==> config.mk <==
export PLATFORM = sky130hd
export DESIGN_NAME = memory_window_descriptor_regs_flat
export DESIGN_NICKNAME = d
export VERILOG_FILES = /design/src/sv/mwd_pkg.sv /design/src/sv/mwd_if.sv /design/src/sv/memory_window_descriptor_regs.sv /design/src/sv/mwd_regfile.sv /design/src/flat_wrapper.sv
export SDC_FILE = /design/constraint.sdc
export NUM_CORES = 1
export LEC_CHECK = 0
export BUFFER_PORTS_ARGS = -buffer_cell sky130_fd_sc_hd__buf_2
export CAP_MARGIN = 20
export CELL_PAD_IN_SITES_DETAIL_PLACEMENT = 2
export CELL_PAD_IN_SITES_GLOBAL_PLACEMENT = 2
export CORE_MARGIN = 3
export CORE_UTILIZATION = 37
export CTS_CLUSTER_DIAMETER = 80
export DETAILED_ROUTE_END_ITERATION = 7
export PLACE_DENSITY_LB_ADDON = 0.1
export SLEW_MARGIN = 25
export SYNTH_ARGS = -nofsm -noshare
export SYNTH_HDL_FRONTEND = slang
export SYNTH_SLANG_ARGS = --single-unit
==> constraint.sdc <==
create_clock -name clk -period 10.8 [get_ports clk]
set_clock_uncertainty 0.15 [all_clocks]
set_input_delay 0.54 -clock clk [delete_from_list [all_inputs] [get_ports clk]]
set_output_delay 0.54 -clock clk [all_outputs]
set_load 0.02 [all_outputs]
==> src/sv/mwd_pkg.sv <==
// Types and constants of the memory window descriptor register bank.
package mwd_pkg;

	localparam int WINDOWS          = 16;
	localparam int MIRRORED_WINDOWS = 4;

	localparam int IDX_W     = $clog2(2 * WINDOWS) > 0 ? $clog2(2 * WINDOWS) : 1;
	localparam int REG_DEPTH = 1 << IDX_W;

	localparam logic [4:0] WIN_COUNT    = 5'(WINDOWS);
	localparam logic [4:0] MIRROR_COUNT = 5'(MIRRORED_WINDOWS);

	localparam logic [31:0] BASE_ADDR_BITS = 32'hFFFF_F000;
	localparam logic [31:0] INITIATOR_BITS = 32'h0000_00F0;
	localparam logic [31:0] ROUTING_BITS   = 32'h0000_000C;
	localparam logic [31:0] READ_ONLY_BIT  = 32'h0000_0002;
	localparam logic [31:0] ENABLE_BIT     = 32'h0000_0001;
	localparam logic [31:0] BASE_KEEP      = BASE_ADDR_BITS | INITIATOR_BITS | ROUTING_BITS
		| READ_ONLY_BIT | ENABLE_BIT;
	localparam logic [31:0] LIMIT_KEEP     = 32'hFFFF_FFF8;

	typedef enum logic [1:0] {
		ST_OK    = 2'd0,
		ST_RANGE = 2'd1,
		ST_SIZE  = 2'd2,
		ST_CROSS = 2'd3
	} status_t;

	typedef enum logic {
		CMD_READ  = 1'b0,
		CMD_WRITE = 1'b1
	} cmd_t;

	typedef enum logic [2:0] {
		SIZE_BYTE = 3'd1,
		SIZE_HALF = 3'd2,
		SIZE_WORD = 3'd4
	} size_t_e_t;

	typedef struct packed {
		logic             en;
		logic [IDX_W-1:0] idx;
		logic [31:0]      data;
	} wr_req_t;

	typedef struct packed {
		logic             en;
		logic [IDX_W-1:0] idx;
	} rd_req_t;

endpackage

==> src/sv/mwd_if.sv <==
// Request and response channel interfaces of the descriptor register bank.
interface mwd_req_if;
	logic        valid;
	logic        ready;
	logic        command;
	logic [7:0]  address;
	logic [2:0]  access_size;
	logic [31:0] write_data;

	modport source (output valid, command, address, access_size, write_data, input ready);
	modport sink (input valid, command, address, access_size, write_data, output ready);
endinterface

interface mwd_rsp_if;
	logic        valid;
	logic        ready;
	logic [31:0] read_data;
	logic [1:0]  status;
	logic        mirror_valid;
	logic [1:0]  mirror_window;
	logic [31:0] mirror_base;

	modport source (output valid, read_data, status, mirror_valid, mirror_window, mirror_base,
		input ready);
	modport sink (input valid, read_data, status, mirror_valid, mirror_window, mirror_base,
		output ready);
endinterface

==> src/sv/memory_window_descriptor_regs.sv <==
// Top level of the memory window descriptor register bank.
// An accepted request is held in stage 1, then its result in the output register.
// Throughput: one transaction per cycle unless the response stalls; the store is read at
// acceptance and written back from stage 1, with the written word forwarded to the next access.
// Reset: arst_n clears all entry valid bits at once, so every descriptor reads zero;
// no clearing pass, requests are taken in the first cycle after reset.
module memory_window_descriptor_regs
	import mwd_pkg::*;
(
	input  logic clk,
	input  logic arst_n,
	mwd_req_if.sink   req,
	mwd_rsp_if.source rsp
);

	logic        s1_v_q;
	logic        cmd_s1;
	logic [7:0]  addr_s1;
	logic [2:0]  size_s1;
	logic [31:0] wdata_s1;
	logic        fwd_hit_s1;
	logic [31:0] fwd_word_s1;

	logic        out_v_q;
	logic [31:0] rdata_q;
	status_t     status_q;
	logic        mvalid_q;
	logic [1:0]  mwin_q;
	logic [31:0] mbase_q;

	rd_req_t     rd;
	wr_req_t     wr;
	logic [31:0] mem_rdata;

	logic        accept;
	logic        s1_adv;
	logic [4:0]  win;
	logic [1:0]  offset;
	logic [4:0]  shamt;
	logic [31:0] mask;
	logic [31:0] word;
	logic [31:0] merged;
	logic [31:0] new_word;
	logic [31:0] rdata_c;
	status_t     status_c;
	logic        mvalid_c;
	logic [1:0]  mwin_c;
	logic [31:0] mbase_c;

	mwd_regfile u_regfile (
		.clk     (clk),
		.arst_n  (arst_n),
		.rd      (rd),
		.rd_data (mem_rdata),
		.wr      (wr)
	);

	assign s1_adv    = s1_v_q && (!out_v_q || rsp.ready);
	assign req.ready = !s1_v_q || s1_adv;
	assign accept    = req.valid && req.ready;

	assign rd.en  = accept;
	assign rd.idx = req.address[2 +: IDX_W];

	assign win    = addr_s1[7:3];
	assign offset = addr_s1[1:0];
	assign shamt  = {offset, 3'b000};
	assign word   = fwd_hit_s1 ? fwd_word_s1 : mem_rdata;

	always_comb begin
		case (size_s1)
			SIZE_BYTE: mask = 32'h0000_00FF;
			SIZE_HALF: mask = 32'h0000_FFFF;
			default:   mask = 32'hFFFF_FFFF;
		endcase
	end

	always_comb begin
		status_c = ST_OK;
		if (win >= WIN_COUNT) begin
			status_c = ST_RANGE;
		end else if (!(size_s1 inside {SIZE_BYTE, SIZE_HALF, SIZE_WORD})) begin
			status_c = ST_SIZE;
		end else if (({2'b00, offset} + {1'b0, size_s1}) > 4'd4) begin
			status_c = ST_CROSS;
		end
	end

	always_comb begin
		merged   = (word & ~(mask << shamt)) | ((wdata_s1 & mask) << shamt);
		new_word = merged & (addr_s1[2] ? LIMIT_KEEP : BASE_KEEP);
		rdata_c  = '0;
		mvalid_c = 1'b0;
		mwin_c   = '0;
		mbase_c  = '0;
		wr.en    = 1'b0;
		wr.idx   = addr_s1[2 +: IDX_W];
		wr.data  = new_word;
		if (s1_v_q && status_c == ST_OK) begin
			if (cmd_s1 == CMD_READ) begin
				rdata_c = (word >> shamt) & mask;
			end else begin
				wr.en = s1_adv;
				if (!addr_s1[2] && win < MIRROR_COUNT) begin
					mvalid_c = 1'b1;
					mwin_c   = win[1:0];
					mbase_c  = new_word & BASE_ADDR_BITS;
				end
			end
		end
	end

	always_ff @(posedge clk or negedge arst_n) begin
		if (!arst_n) begin
			s1_v_q     <= 1'b0;
			fwd_hit_s1 <= 1'b0;
			out_v_q    <= 1'b0;
		end else begin
			if (req.ready) begin
				s1_v_q <= req.valid;
			end
			// Forward a write-back that lands on the word being read this edge.
			if (accept) begin
				fwd_hit_s1 <= wr.en && (wr.idx == rd.idx);
			end
			if (s1_adv) begin
				out_v_q <= 1'b1;
			end else if (rsp.ready) begin
				out_v_q <= 1'b0;
			end
		end
	end

	always_ff @(posedge clk) begin
		if (accept) begin
			cmd_s1      <= req.command;
			addr_s1     <= req.address;
			size_s1     <= req.access_size;
			wdata_s1    <= req.write_data;
			fwd_word_s1 <= wr.data;
		end
		if (s1_adv) begin
			rdata_q  <= rdata_c;
			status_q <= status_c;
			mvalid_q <= mvalid_c;
			mwin_q   <= mwin_c;
			mbase_q  <= mbase_c;
		end
	end

	assign rsp.valid         = out_v_q;
	assign rsp.read_data     = rdata_q;
	assign rsp.status        = status_q;
	assign rsp.mirror_valid  = mvalid_q;
	assign rsp.mirror_window = mwin_q;
	assign rsp.mirror_base   = mbase_q;

endmodule

==> src/sv/mwd_regfile.sv <==
// Descriptor word store: synchronous memory with registered read and per-entry valid bits.
module mwd_regfile
	import mwd_pkg::*;
(
	input  logic        clk,
	input  logic        arst_n,
	input  rd_req_t     rd,
	output logic [31:0] rd_data,
	input  wr_req_t     wr
);

	logic [31:0]          mem [REG_DEPTH];
	logic [REG_DEPTH-1:0] vld_q;
	logic [31:0]          rd_word_q;
	logic                 rd_vld_q;

	always_ff @(posedge clk) begin
		if (wr.en) begin
			mem[wr.idx] <= wr.data;
		end
		if (rd.en) begin
			rd_word_q <= mem[rd.idx];
		end
	end

	always_ff @(posedge clk or negedge arst_n) begin
		if (!arst_n) begin
			vld_q    <= '0;
			rd_vld_q <= 1'b0;
		end else begin
			if (wr.en) begin
				vld_q[wr.idx] <= 1'b1;
			end
			if (rd.en) begin
				rd_vld_q <= vld_q[rd.idx];
			end
		end
	end

	// An entry never written reads as its reset value, zero.
	assign rd_data = rd_vld_q ? rd_word_q : '0;

endmodule

==> src/flat_wrapper.sv <==
// flat-port wrapper written by rule: the top's interface ports become plain ports
module memory_window_descriptor_regs_flat import mwd_pkg::*;
  (clk, arst_n, req_valid, req_command, req_address, req_access_size, req_write_data, req_ready, rsp_valid, rsp_read_data, rsp_status, rsp_mirror_valid, rsp_mirror_window, rsp_mirror_base, rsp_ready);
  mwd_req_if req_i ();
  mwd_rsp_if rsp_i ();
  input  logic clk;
  input  logic arst_n;
  input wire logic [$bits(req_i.valid)-1:0] req_valid;
  input wire logic [$bits(req_i.command)-1:0] req_command;
  input wire logic [$bits(req_i.address)-1:0] req_address;
  input wire logic [$bits(req_i.access_size)-1:0] req_access_size;
  input wire logic [$bits(req_i.write_data)-1:0] req_write_data;
  output wire logic [$bits(req_i.ready)-1:0] req_ready;
  output wire logic [$bits(rsp_i.valid)-1:0] rsp_valid;
  output wire logic [$bits(rsp_i.read_data)-1:0] rsp_read_data;
  output wire logic [$bits(rsp_i.status)-1:0] rsp_status;
  output wire logic [$bits(rsp_i.mirror_valid)-1:0] rsp_mirror_valid;
  output wire logic [$bits(rsp_i.mirror_window)-1:0] rsp_mirror_window;
  output wire logic [$bits(rsp_i.mirror_base)-1:0] rsp_mirror_base;
  input wire logic [$bits(rsp_i.ready)-1:0] rsp_ready;
  assign req_i.valid = req_valid;
  assign req_i.command = req_command;
  assign req_i.address = req_address;
  assign req_i.access_size = req_access_size;
  assign req_i.write_data = req_write_data;
  assign req_ready = req_i.ready;
  assign rsp_valid = rsp_i.valid;
  assign rsp_read_data = rsp_i.read_data;
  assign rsp_status = rsp_i.status;
  assign rsp_mirror_valid = rsp_i.mirror_valid;
  assign rsp_mirror_window = rsp_i.mirror_window;
  assign rsp_mirror_base = rsp_i.mirror_base;
  assign rsp_i.ready = rsp_ready;
  memory_window_descriptor_regs u_core (.clk(clk), .arst_n(arst_n), .req(req_i), .rsp(rsp_i));
endmodule
==> metrics.md, run 1 <==
| Metric | Value |
|---|---|
| Outcome | `finished, final reports clean` |
| Largest net degree at the start of global routing | `134` |
| Buf/Inv on CP | `4` |
| Most common cell on crit path | `buf_4` |
| Crit Reg-Reg Startpoint | `u_core.addr_s1[0]$_DFFE_PP_` |
| CTS clk-pin slew, worst paths | `0.06 ns` |
| Fraction of layout cells with a size suffix above 1 | `33.05%` |
| Port Buffer Count | `106` |
| Gr usage total | `20.18%` |
| Area grow syn2layout | `16.47%` |
| Worst hold path class | `primary input to flip-flop` |
| CTS Hold Bufs | `41` |
| CP startpoint | `u_core.addr_s1[0]$_DFFE_PP_` |
| Post-CTS Resized | `0` |
| Crit Path Category | `flip-flop to flip-flop` |
| Pwr dens | `192.5 mW/mm²` |
| Chip height | `365.3 µm` |
| Synth async-reset ratio | `2.939%` |
| Fin. Hold Viols | `0` |
| CP arrival | `4.88 ns` |
| Max Freq | `215.3 MHz` |
| Clock Path Buffers | `3` |
| Hold-critical path depth | `1` |
| Via/cell ratio | `5.534` |
| Fill count | `11523` |
| Die ar. | `0.1334 mm²` |
| Cell Count, Final, Fillers Out | `4150` |
| Post-Synthesis Cells | `2145` |
| CTS sink cnt | `1225` |
| RR Endpoint | `u_core.u_regfile.mem[0][26]$_DFFE_PP_` |
| Period minus WS final | `4.645 ns` |
| DR vias | `22968` |
| Post-route ant nets | `0` |
| H-Tree Depth | `4` |
| RSZ-0062 raised after global routing | `no` |
| Leakage dissipation | `17.95 nW` |
| Vias in the first global route | `25124` |
| Core box area | `0.1278 mm²` |
| CTS tree | `built` |
| CP top delay family | `buffers and inverters` |
| Peak supply drop | `0.0001403 V` |
| Total CTS buffers | `137` |
| I/O pin cnt | `119` |
| Yosys warning total | `0` |
| First-pass detailed-route iteration total | `5` |
| Post-CTS Setup Bufs | `0` |
| Slew @ Worst Pin | `1.183 ns` |
| Crit-path slowest cell | `nor3_4` |
| # setup viols final | `0` |
| WL final | `133.0 mm` |
| Pins Over Slew Limit | `0` |
| Max cap viols | `0` |
| Wire per inst | `32.04 µm` |
| Worst endpoint required time | `11.04 ns` |
| Worst Hold Path EP | `u_core.addr_s1[2]$_DFFE_PP_` |
| Residual DRC | `0` |
| Die X-Extent | `365.3 µm` |
| Commonest cells after routing, fill and taps aside | `1189 x edfxtp_1, 328 x mux4_2, 144 x clkbuf_16` |
| Worst skew pair latency | `0.75 ns` |
| CP Capture Type | `flip-flop` |
| Nature of the critical path startpoint | `flip-flop` |
| Cell area after synthesis | `0.04775 mm²` |
| FP Rows | `131` |
| Most common cell after layout, fill and taps aside | `edfxtp_1` |
| Count of flip-flops with a built-in enable after synthesis | `1189` |
| Post-layout net count | `2430` |
| Initial antenna violation count | `14` |
| Post-Syn Area per Cell | `22.26 µm²` |
| Final Cycle Share | `43.01%` |
| RD Place Congestion | `0.7841` |
| R2R cell count | `11` |
| Slowest Stage Delay on Critical Path | `0.63 ns` |
| Slew HR | `21.12%` |
| Setup TNS | `0 ns` |
| Critical Path Stages | `11` |
| Yosys cell types | `54` |
| R2R Setup Slk | `6.15 ns` |
| Register area share after synthesis | `76.65%` |
| Root buffer cell | `clkbuf_16` |
| Max FO, Critical Path | `56` |
| First-pass GRT wire length | `190.0 mm` |
| Synth Flop Type | `edfxtp_1` |
| Post-DP HPWL | `76.42 mm` |
| Synth Register Bits | `1225` |
| Min-Delay Startpoint | `req_address[2]` |
| Starting DRT DRC Count | `2137` |
| Worst path cell trace | `buf_4 > ha_1 > fa_1 > o22a_1 > a22oi_1 > and4_1 > buf_4 > nand2b_1 > buf_4 > nor3_4 > buf_4` |
| Placed instance count | `3857` |
| Initial core utilization | `37.35%` |
| Grt ovf | `0` |
sequential cells by signal (all words and copies together) (netlist names), 3 cells and up:
name / flops
u_core.wdata_s1: 32
u_core.u_regfile.rd_word_q: 32
u_core.rsp.mirror_base: 20
u_core.size_s1: 3
u_core.addr_s1: 8
u_core.u_regfile.vld_q: 32
u_core.fwd_word_s1: 32
u_core.rsp.read_data: 32
u_core.u_regfile.mem: 1024
per-stage QoR:
step / utilization [%] / total power, mW / hold WS (ns) / setup WS (ns) / instance area [µm²]
after global placement: 39.64 / 6.250 / 0.2948 / 5.841 / 50680
after detailed placement: 39.71 / 6.287 / 0.3043 / 5.793 / 50770
after floorplan: - / 5.939 / 0.09441 / 4.823 / 47800
final: 43.50 / 10.71 / 0.06066 / 6.155 / 55620
after global routing: 43.50 / 11.09 / 0.02757 / 5.874 / 55610
after CTS: 43.40 / 10.84 / 0.09629 / 5.777 / 55480
cell type report:
| type | count | area, µm² | share of cell area (%) |
|---|---|---|---|
| antenna | 4 | 10.01 | 0.01800 |
| clock inverter | 53 | 471.7 | 0.8481 |
| sequential | 1225 | 36610 | 65.82 |
| inverter | 7 | 26.28 | 0.04724 |
| tap | 1662 | 2079 | 3.739 |
| clock buffer | 191 | 3830 | 6.886 |
| multi-input combinational | 785 | 10880 | 19.55 |
| timing repair buffer | 223 | 1720 | 3.093 |
where the power goes:
group	leakage (nW)	internal, mW	total (mW)	switching [mW]
combinational	4.45	0.264	0.778	0.515
sequential	11.4	5.39	5.42	0.0369
clock	2.09	2.64	4.51	1.87
metal layers:
metal	share of wire [%]	vias to the layer above	global-route usage, %
li1	-	9550	-
met2	48	608	32.51
met4	2.4	4	5.880
met5	0.025	-	0
met1	44	12624	27.97
met3	5.6	182	4.027
worst max path at each step:
stage | to | slack, ns
final | u_core.u_regfile.mem[0][26]$_DFFE_PP_ | 6.15
after global routing | u_core.u_regfile.mem[0][0]$_DFFE_PP_ | 5.87
after CTS | u_core.u_regfile.mem[0][26]$_DFFE_PP_ | 5.78
after detailed placement | u_core.u_regfile.mem[0][25]$_DFFE_PP_ | 5.79
after global placement | u_core.u_regfile.mem[0][25]$_DFFE_PP_ | 5.84
after floorplan | u_core.u_regfile.mem[27][0]$_DFFE_PP_ | 4.82
synthesized netlist by cell type, types with 4 or more instances:
cell / n / share of area (%)
a211oi_1: 13 / 0.20
a21oi_1: 16 / 0.17
a221o_1: 10 / 0.21
a22o_1: 17 / 0.31
a22oi_1: 36 / 0.57
a31o_2: 19 / 0.35
a41o_1: 8 / 0.17
and2_1: 17 / 0.22
and3_1: 7 / 0.092
buf_1: 17 / 0.13
buf_2: 29 / 0.30
buf_4: 20 / 0.31
buf_6: 4 / 0.094
clkbuf_1: 69 / 0.54
dfrtp_1: 36 / 1.9
edfxtp_1: 1189 / 75
inv_1: 5 / 0.039
mux2_2: 45 / 1.1
mux2i_1: 20 / 0.42
mux4_2: 328 / 15
nand2_1: 34 / 0.27
nand2b_1: 11 / 0.14
nor2_1: 68 / 0.53
nor2b_1: 24 / 0.31
nor3_1: 28 / 0.29
o21a_1: 5 / 0.079
o21ai_0: 9 / 0.094
o21bai_1: 4 / 0.063
o22ai_1: 12 / 0.16
or2_2: 5 / 0.066
cells by family after synthesis:
family          Yosys count  share of synthesized area (%)
flops                  1225                          76.65
mux                     393                          16.95
simple gates            207                          2.117
compound gates          164                          2.625
buf+inv                 146                          1.444
xor+xnor                  6                         0.1101
fa+ha+maj                 3                        0.09432
other cells               1                       0.007853
No activity file was read; power rests on OpenSTA's default activity.
==> inputs of run 2 (changes only) <==
==> constraint.sdc (replaced) <==
create_clock -name clk -period 4.49 [get_ports clk]
set_clock_uncertainty 0.15 [all_clocks]
set_input_delay 0.2245 -clock clk [delete_from_list [all_inputs] [get_ports clk]]
set_output_delay 0.2245 -clock clk [all_outputs]
set_load 0.02 [all_outputs]
==> run 2 against run 1 <==
Compared with the run above:
- total power up 140%
- wire length up 5.8%
- die area unchanged
- global-route usage up 1.2 points
- combinational power rose to 2.6 times the previous value
- sequential share of layout area down 0.55 points
- first-iteration DRC count up 14%
- flip-flop and latch count unchanged
- non-clock buffer count up 57
- clock-buffer cell count down 21
- largest cell class unchanged
- largest power group unchanged
==> metrics.md, run 2 (same netlist as run 1, synthesis figures left out) <==
| Metric | Value |
|---|---|
| Leakage dissipation | `18.20 nW` |
| Port Buffer Count | `106` |
| Gr usage total | `21.43%` |
| Fin. Hold Viols | `0` |
| Root buffer cell | `clkbuf_16` |
| Largest register FFs | `1024` |
| RD Place Congestion | `0.7962` |
| Die ar. | `0.1334 mm²` |
| Worst hold path class | `primary input to flip-flop` |
| Residual DRC | `0` |
| DR vias | `23551` |
| Fraction of layout cells with a size suffix above 1 | `33.93%` |
| CTS tree | `built` |
| Hold-critical path depth | `2` |
| Most common cell after layout, fill and taps aside | `edfxtp_1` |
| Largest Register | `u_core.u_regfile.mem` |
| Initial antenna violation count | `15` |
| Core box area | `0.1278 mm²` |
| R2R Setup Slk | `0.43 ns` |
| First-pass detailed-route iteration total | `5` |
| Post-CTS Setup Bufs | `0` |
| RR Endpoint | `u_core.u_regfile.mem[26][21]$_DFFE_PP_` |
| Nature of the critical path startpoint | `flip-flop` |
| Slew @ Worst Pin | `1.090 ns` |
| Area of the multi-input gates | `0.01090 mm²` |
| Outcome | `finished, final reports clean` |
| Fill count | `11438` |
| I/O pin cnt | `119` |
| Peak supply drop | `0.0003381 V` |
| CP Capture Type | `flip-flop` |
| Worst endpoint required time | `4.71 ns` |
| Worst skew pair latency | `0.74 ns` |
| Period minus WS final | `4.056 ns` |
| Total CTS buffers | `136` |
| CP arrival | `4.27 ns` |
| Setup TNS | `0 ns` |
| Initial core utilization | `37.35%` |
| Pwr dens | `457.9 mW/mm²` |
| Post-route ant nets | `0` |
| Crit Path Category | `flip-flop to flip-flop` |
| Max cap viols | `0` |
| Post-layout net count | `2486` |
| Commonest cells after routing, fill and taps aside | `1189 x edfxtp_1, 328 x mux4_2, 138 x clkbuf_16` |
| Largest net degree at the start of global routing | `69` |
| Via/cell ratio | `5.618` |
| Placed Area | `0.05127 mm²` |
| Final hold slack | `0.05953 ns` |
| Slew HR | `27.35%` |
| # setup viols final | `0` |
| Min-Delay Startpoint | `req_write_data[26]` |
| Fin area | `0.05609 mm²` |
| Final Total Pwr | `25.68 mW` |
| Clock Path Buffers | `3` |
| CTS clk-pin slew, worst paths | `0.06 ns` |
| Worst Hold Path EP | `u_core.wdata_s1[26]$_DFFE_PP_` |
| Final Cycle Share | `90.33%` |
| Max Freq | `246.6 MHz` |
| Area grow syn2layout | `17.45%` |
| First-pass GRT wire length | `200.7 mm` |
| R2R cell count | `9` |
| Wire per inst | `33.57 µm` |
| Crit Reg-Reg Startpoint | `u_core.size_s1[0]$_DFFE_PP_` |
| Grt ovf | `0` |
| Starting DRT DRC Count | `2436` |
| Pins Over Slew Limit | `0` |
| Vias in the first global route | `25277` |
| Chip height | `365.3 µm` |
| CTS sink cnt | `1225` |
| RSZ-0062 raised after global routing | `no` |
| FP Rows | `131` |
| Post-DP HPWL | `89.37 mm` |
| Sequential cell area | `0.03661 mm²` |
| Die X-Extent | `365.3 µm` |
| H-Tree Depth | `4` |
| WL final | `140.7 mm` |
| Max FO, Critical Path | `32` |
run 2: changes by cell type in the layout (fill, tap and decap cells not counted), moves of 4 or more:
cell	change
nor3_4	+4
clkbuf_8	-5
clkbuf_16	-6
buf_12	+15
clkbuf_1	-10
clkinv_1	+4
dlygate4sd3_1	+13
buf_4	+30
nor3_2	-4
run 2: worst max-delay path, cell delays in order (launching register included):
cell      delay (ns)
edfxtp_1        0.49
ha_1            0.28
fa_1            0.44
o22a_1          0.20
a22oi_1         0.30
and4_1          0.48
nor2b_1         0.18
buf_4           0.31
and3_2          0.27
buf_4           0.51
run 2: worst max path at each step:
| stage | cells after the start | end | from | slack, ns |
|---|---|---|---|---|
| final | 9 | u_core.u_regfile.mem[26][21]$_DFFE_PP_ | u_core.size_s1[0]$_DFFE_PP_ | 0.43 |
| after global routing | 9 | u_core.u_regfile.mem[26][16]$_DFFE_PP_ | u_core.size_s1[0]$_DFFE_PP_ | 0.23 |
| after CTS | 9 | u_core.u_regfile.mem[26][16]$_DFFE_PP_ | u_core.size_s1[0]$_DFFE_PP_ | 0.39 |
| after detailed placement | 9 | u_core.u_regfile.mem[26][25]$_DFFE_PP_ | u_core.size_s1[0]$_DFFE_PP_ | 0.38 |
| after global placement | 9 | u_core.u_regfile.mem[26][24]$_DFFE_PP_ | u_core.size_s1[0]$_DFFE_PP_ | 0.38 |
| after floorplan | 10 | u_core.u_regfile.mem[14][0]$_DFFE_PP_ | u_core.size_s1[0]$_DFFE_PP_ | -0.72 |
run 2: timing repair:
item                                   CTS  global route
endpoints found under the hold margin   84             0
gates resized for setup                  0             0
hold buffers                            55             0
run 2: stage by stage:
step | setup slack [ns] | instances | util, %
after floorplan | -0.7177 | 2156 | -
final | 0.4343 | 4192 | 43.87
after detailed placement | 0.3836 | 3900 | 40.10
after global placement | 0.3780 | 3899 | 40.08
after global routing | 0.2271 | 4191 | 43.87
after CTS | 0.3941 | 4187 | 43.78
run 2: cell type report:
cell class                      instances  share of cell area [%]
Clock buffer                          170                   6.371
Timing Repair Buffer                  280                   4.147
Inverter                                7                 0.04685
Antenna cell                            1                0.004461
Sequential cell                      1225                   65.27
Tap cell                             1662                   3.707
Multi-Input combinational cell        785                   19.44
Clock inverter                         62                   1.019
run 2: report_power, final:
group          total (mW)  internal (mW)  switching, mW
clock network        10.6           6.18           4.44
registers            13.0           13.0         0.0806
logic                2.02          0.665           1.36
total                25.7           19.8           5.88
run 2: layer usage:
layer,wire length [µm],vias up,global-route usage [%]
li1,-,9641,-
met1,64860,13010,32.02
met2,65600,768,33.25
met3,8186,132,3.618
met4,2086,0,4.469
met5,0,-,0
==> inputs of run 3 (changes only) <==
--- a/config.mk
+++ b/config.mk
@@ -5,6 +5,7 @@
 export SDC_FILE = /design/constraint.sdc
 export NUM_CORES = 1
 export LEC_CHECK = 0
+export ABC_AREA = 1
 export BUFFER_PORTS_ARGS = -buffer_cell sky130_fd_sc_hd__buf_2
 export CAP_MARGIN = 20
 export CELL_PAD_IN_SITES_DETAIL_PLACEMENT = 2
==> run 3 against run 2 <==
Compared with the run above:
- register-to-register slack worse by 0.11 ns
- synthesized cell count rose by 98%
- final cell count grew 52%
- critical path type unchanged
- highest routed layer unchanged
==> metrics.md, run 3 <==
| Metric | Value |
|---|---|
| Die X-Extent | `372.6 µm` |
| Crit-path slowest cell | `nand3_1` |
| Most common cell after layout, fill and taps aside | `nand2_1` |
| Max cap viols | `0` |
| Largest net degree at the start of global routing | `115` |
| H-Tree Depth | `4` |
| Grt ovf | `0` |
| Sequential cell area | `0.03661 mm²` |
| Initial core utilization | `37.55%` |
| Area grow syn2layout | `18.15%` |
| Worst endpoint required time | `4.81 ns` |
| WL final | `183.6 mm` |
| Outcome | `finished, final reports clean` |
| Crit Path Category | `flip-flop to flip-flop` |
| Vias in the first global route | `37380` |
| Post-layout net count | `4545` |
| Synth top area share | `71.79%` |
| Largest register FFs | `1024` |
| Cell area after synthesis | `0.04974 mm²` |
| Residual DRC | `0` |
| Fill count | `13333` |
| Post-route ant nets | `0` |
| CTS clk-pin slew, worst paths | `0.06 ns` |
| Area of the multi-input gates | `0.01210 mm²` |
| Final Total Pwr | `26.86 mW` |
| Clock Path Buffers | `3` |
| Worst skew pair latency | `0.78 ns` |
| CTS sink cnt | `1225` |
| Synth Flop Type | `edfxtp_1` |
| Commonest cells in the netlist | `1423 x nand2_1, 1189 x edfxtp_1, 688 x nand3_1` |
| Synth async-reset ratio | `2.939%` |
| Fraction of layout cells with a size suffix above 1 | `11.89%` |
| DR vias | `35010` |
| Post-Synthesis Cells | `4245` |
| Root buffer cell | `clkbuf_16` |
| CP Capture Type | `flip-flop` |
| Register area share after synthesis | `73.60%` |
| Total CTS buffers | `143` |
| Count leader, synth | `nand2_1` |
| RSZ-0062 raised after global routing | `no` |
| Synth Register Bits | `1225` |
| Count of flip-flops with a built-in enable after synthesis | `1189` |
| Post-Syn Area per Cell | `11.72 µm²` |
| RD Place Congestion | `0.7913` |
| Final Cycle Share | `92.87%` |
| Slowest Stage Delay on Critical Path | `0.48 ns` |
| Post-CTS Resized | `0` |
| Period minus WS final | `4.170 ns` |
| Chip height | `372.6 µm` |
| Post-DP HPWL | `113.0 mm` |
| Wire per inst | `28.82 µm` |
| Port Buffer Count | `106` |
| Worst path cell trace | `ha_1 > fa_1 > or2_2 > nand2_1 > nand2_1 > nor2_4 > nand3_4 > inv_1 > nand3_1 > nor2_4 > buf_12` |
| Via/cell ratio | `5.497` |
| Slew @ Worst Pin | `1.106 ns` |
| Nature of the critical path startpoint | `flip-flop` |
| Die ar. | `0.1389 mm²` |
| CP top delay family | `simple AND/OR/NAND/NOR gates` |
| Fin. Hold Viols | `0` |
| Gr usage total | `26.12%` |
| Peak supply drop | `0.0003445 V` |
| Dominant cell type by area after synthesis | `edfxtp_1` |
| Commonest cells after routing, fill and taps aside | `1423 x nand2_1, 1189 x edfxtp_1, 688 x nand3_1` |
| Buf/Inv on CP | `2` |
| I/O pin cnt | `119` |
| Top cells by area, synth | `edfxtp_1 72%, nand2_1 11%, nand3_1 6.9%` |
| Worst hold path class | `primary input to flip-flop` |
| Initial antenna violation count | `5` |
| Pwr dens | `457.1 mW/mm²` |
| Leakage dissipation | `21.47 nW` |
| Max FO, Critical Path | `23` |
| Max Freq | `239.8 MHz` |
| # setup viols final | `0` |
| Starting DRT DRC Count | `3063` |
| Yosys warning total | `0` |
| Core box area | `0.1325 mm²` |
| Largest Register | `u_core.u_regfile.mem` |
| Slew HR | `26.26%` |
| Yosys cell types | `38` |
| Pins Over Slew Limit | `0` |
| First-pass detailed-route iteration total | `5` |
| Post-CTS Setup Bufs | `0` |
| CTS tree | `built` |
| FP Rows | `133` |
| CP arrival | `4.49 ns` |
| Setup TNS | `0 ns` |
| First-pass GRT wire length | `267.8 mm` |
[run 3: final timing paths]
check	start	endpoint	slack, ns	depth (start not counted)
setup reg to reg	u_core.size_s1[0]$_DFFE_PP_	u_core.u_regfile.mem[28][10]$_DFFE_PP_	0.32	11
hold / removal	req_address[3]	u_core.addr_s1[3]$_DFFE_PP_	0.09	2
max in group asynchronous	arst_n	u_core.fwd_hit_s1$_DFFE_PN0P_	3.27	4
min in group asynchronous	arst_n	u_core.u_regfile.vld_q[27]$_DFFE_PN0P_	0.46	4
setup / recovery	u_core.size_s1[0]$_DFFE_PP_	u_core.u_regfile.mem[28][10]$_DFFE_PP_	0.32	11
hold reg to reg	u_core.u_regfile.vld_q[8]$_DFFE_PN0P_	u_core.u_regfile.vld_q[8]$_DFFE_PN0P_	0.33	1
[run 3: cell type report]
type | instances | share of cell area (%)
repair buffers | 363 | 5.232
diodes | 5 | 0.02129
clock inverters | 75 | 1.114
multi-input cells | 2693 | 20.59
inverters | 68 | 0.4770
clock buffers | 185 | 6.535
well taps | 1755 | 3.737
flip-flops and latches | 1225 | 62.30
[run 3: where the power goes]
group / leakage [nW] / internal (mW) / switching, mW
registers: 11.4 / 13.0 / 0.102
logic: 7.89 / 0.523 / 1.94
clock network: 2.19 / 6.51 / 4.81
total: 21.5 / 20.0 / 6.85
[run 3: per-stage QoR]
step / hold WS [ns] / cell area (µm²) / std cells / util (%) / setup slack (ns)
after floorplan: -0.2211 / 49780 / 4256 / - / 0.4186
final: 0.08976 / 58760 / 6369 / 44.36 / 0.3201
after detailed placement: 0.1888 / 53410 / 6020 / 40.32 / 0.3101
after global placement: 0.1878 / 53410 / 6020 / 40.32 / 0.4699
after CTS: 0.01731 / 58730 / 6363 / 44.34 / 0.3030
after global routing: 0.1015 / 58750 / 6365 / 44.35 / 0.1246
[run 3: logic make-up after synthesis]
kind of cell | count (synthesis) | share of synthesized area (%)
and+or+nand+nor | 2332 | 19.55
DFF | 1225 | 73.60
AOI/OAI and AO/OA | 339 | 3.841
buffers and inverters | 338 | 2.787
xor gates and xnor gates | 6 | 0.1057
adders and majority gates | 3 | 0.09056
other | 1 | 0.007540
muxes | 1 | 0.02013
[run 3: timing repair]
item | CTS | global route
setup endpoints to repair | 0 | 0
endpoints found under the hold margin | 85 | 0
hold buffers | 83 | 0
[run 3: layer usage]
| layer | wire (µm) | part of all wire (%) | global-route usage [%] | up-vias |
|---|---|---|---|---|
| met5 | 0 | 0 | 0 | - |
| met4 | 3812 | 2.1 | 6.137 | 0 |
| met3 | 7881 | 4.3 | 3.171 | 221 |
| met2 | 89600 | 49 | 43.64 | 844 |
| met1 | 82260 | 45 | 36.49 | 18561 |
| li1 | - | - | - | 15384 |
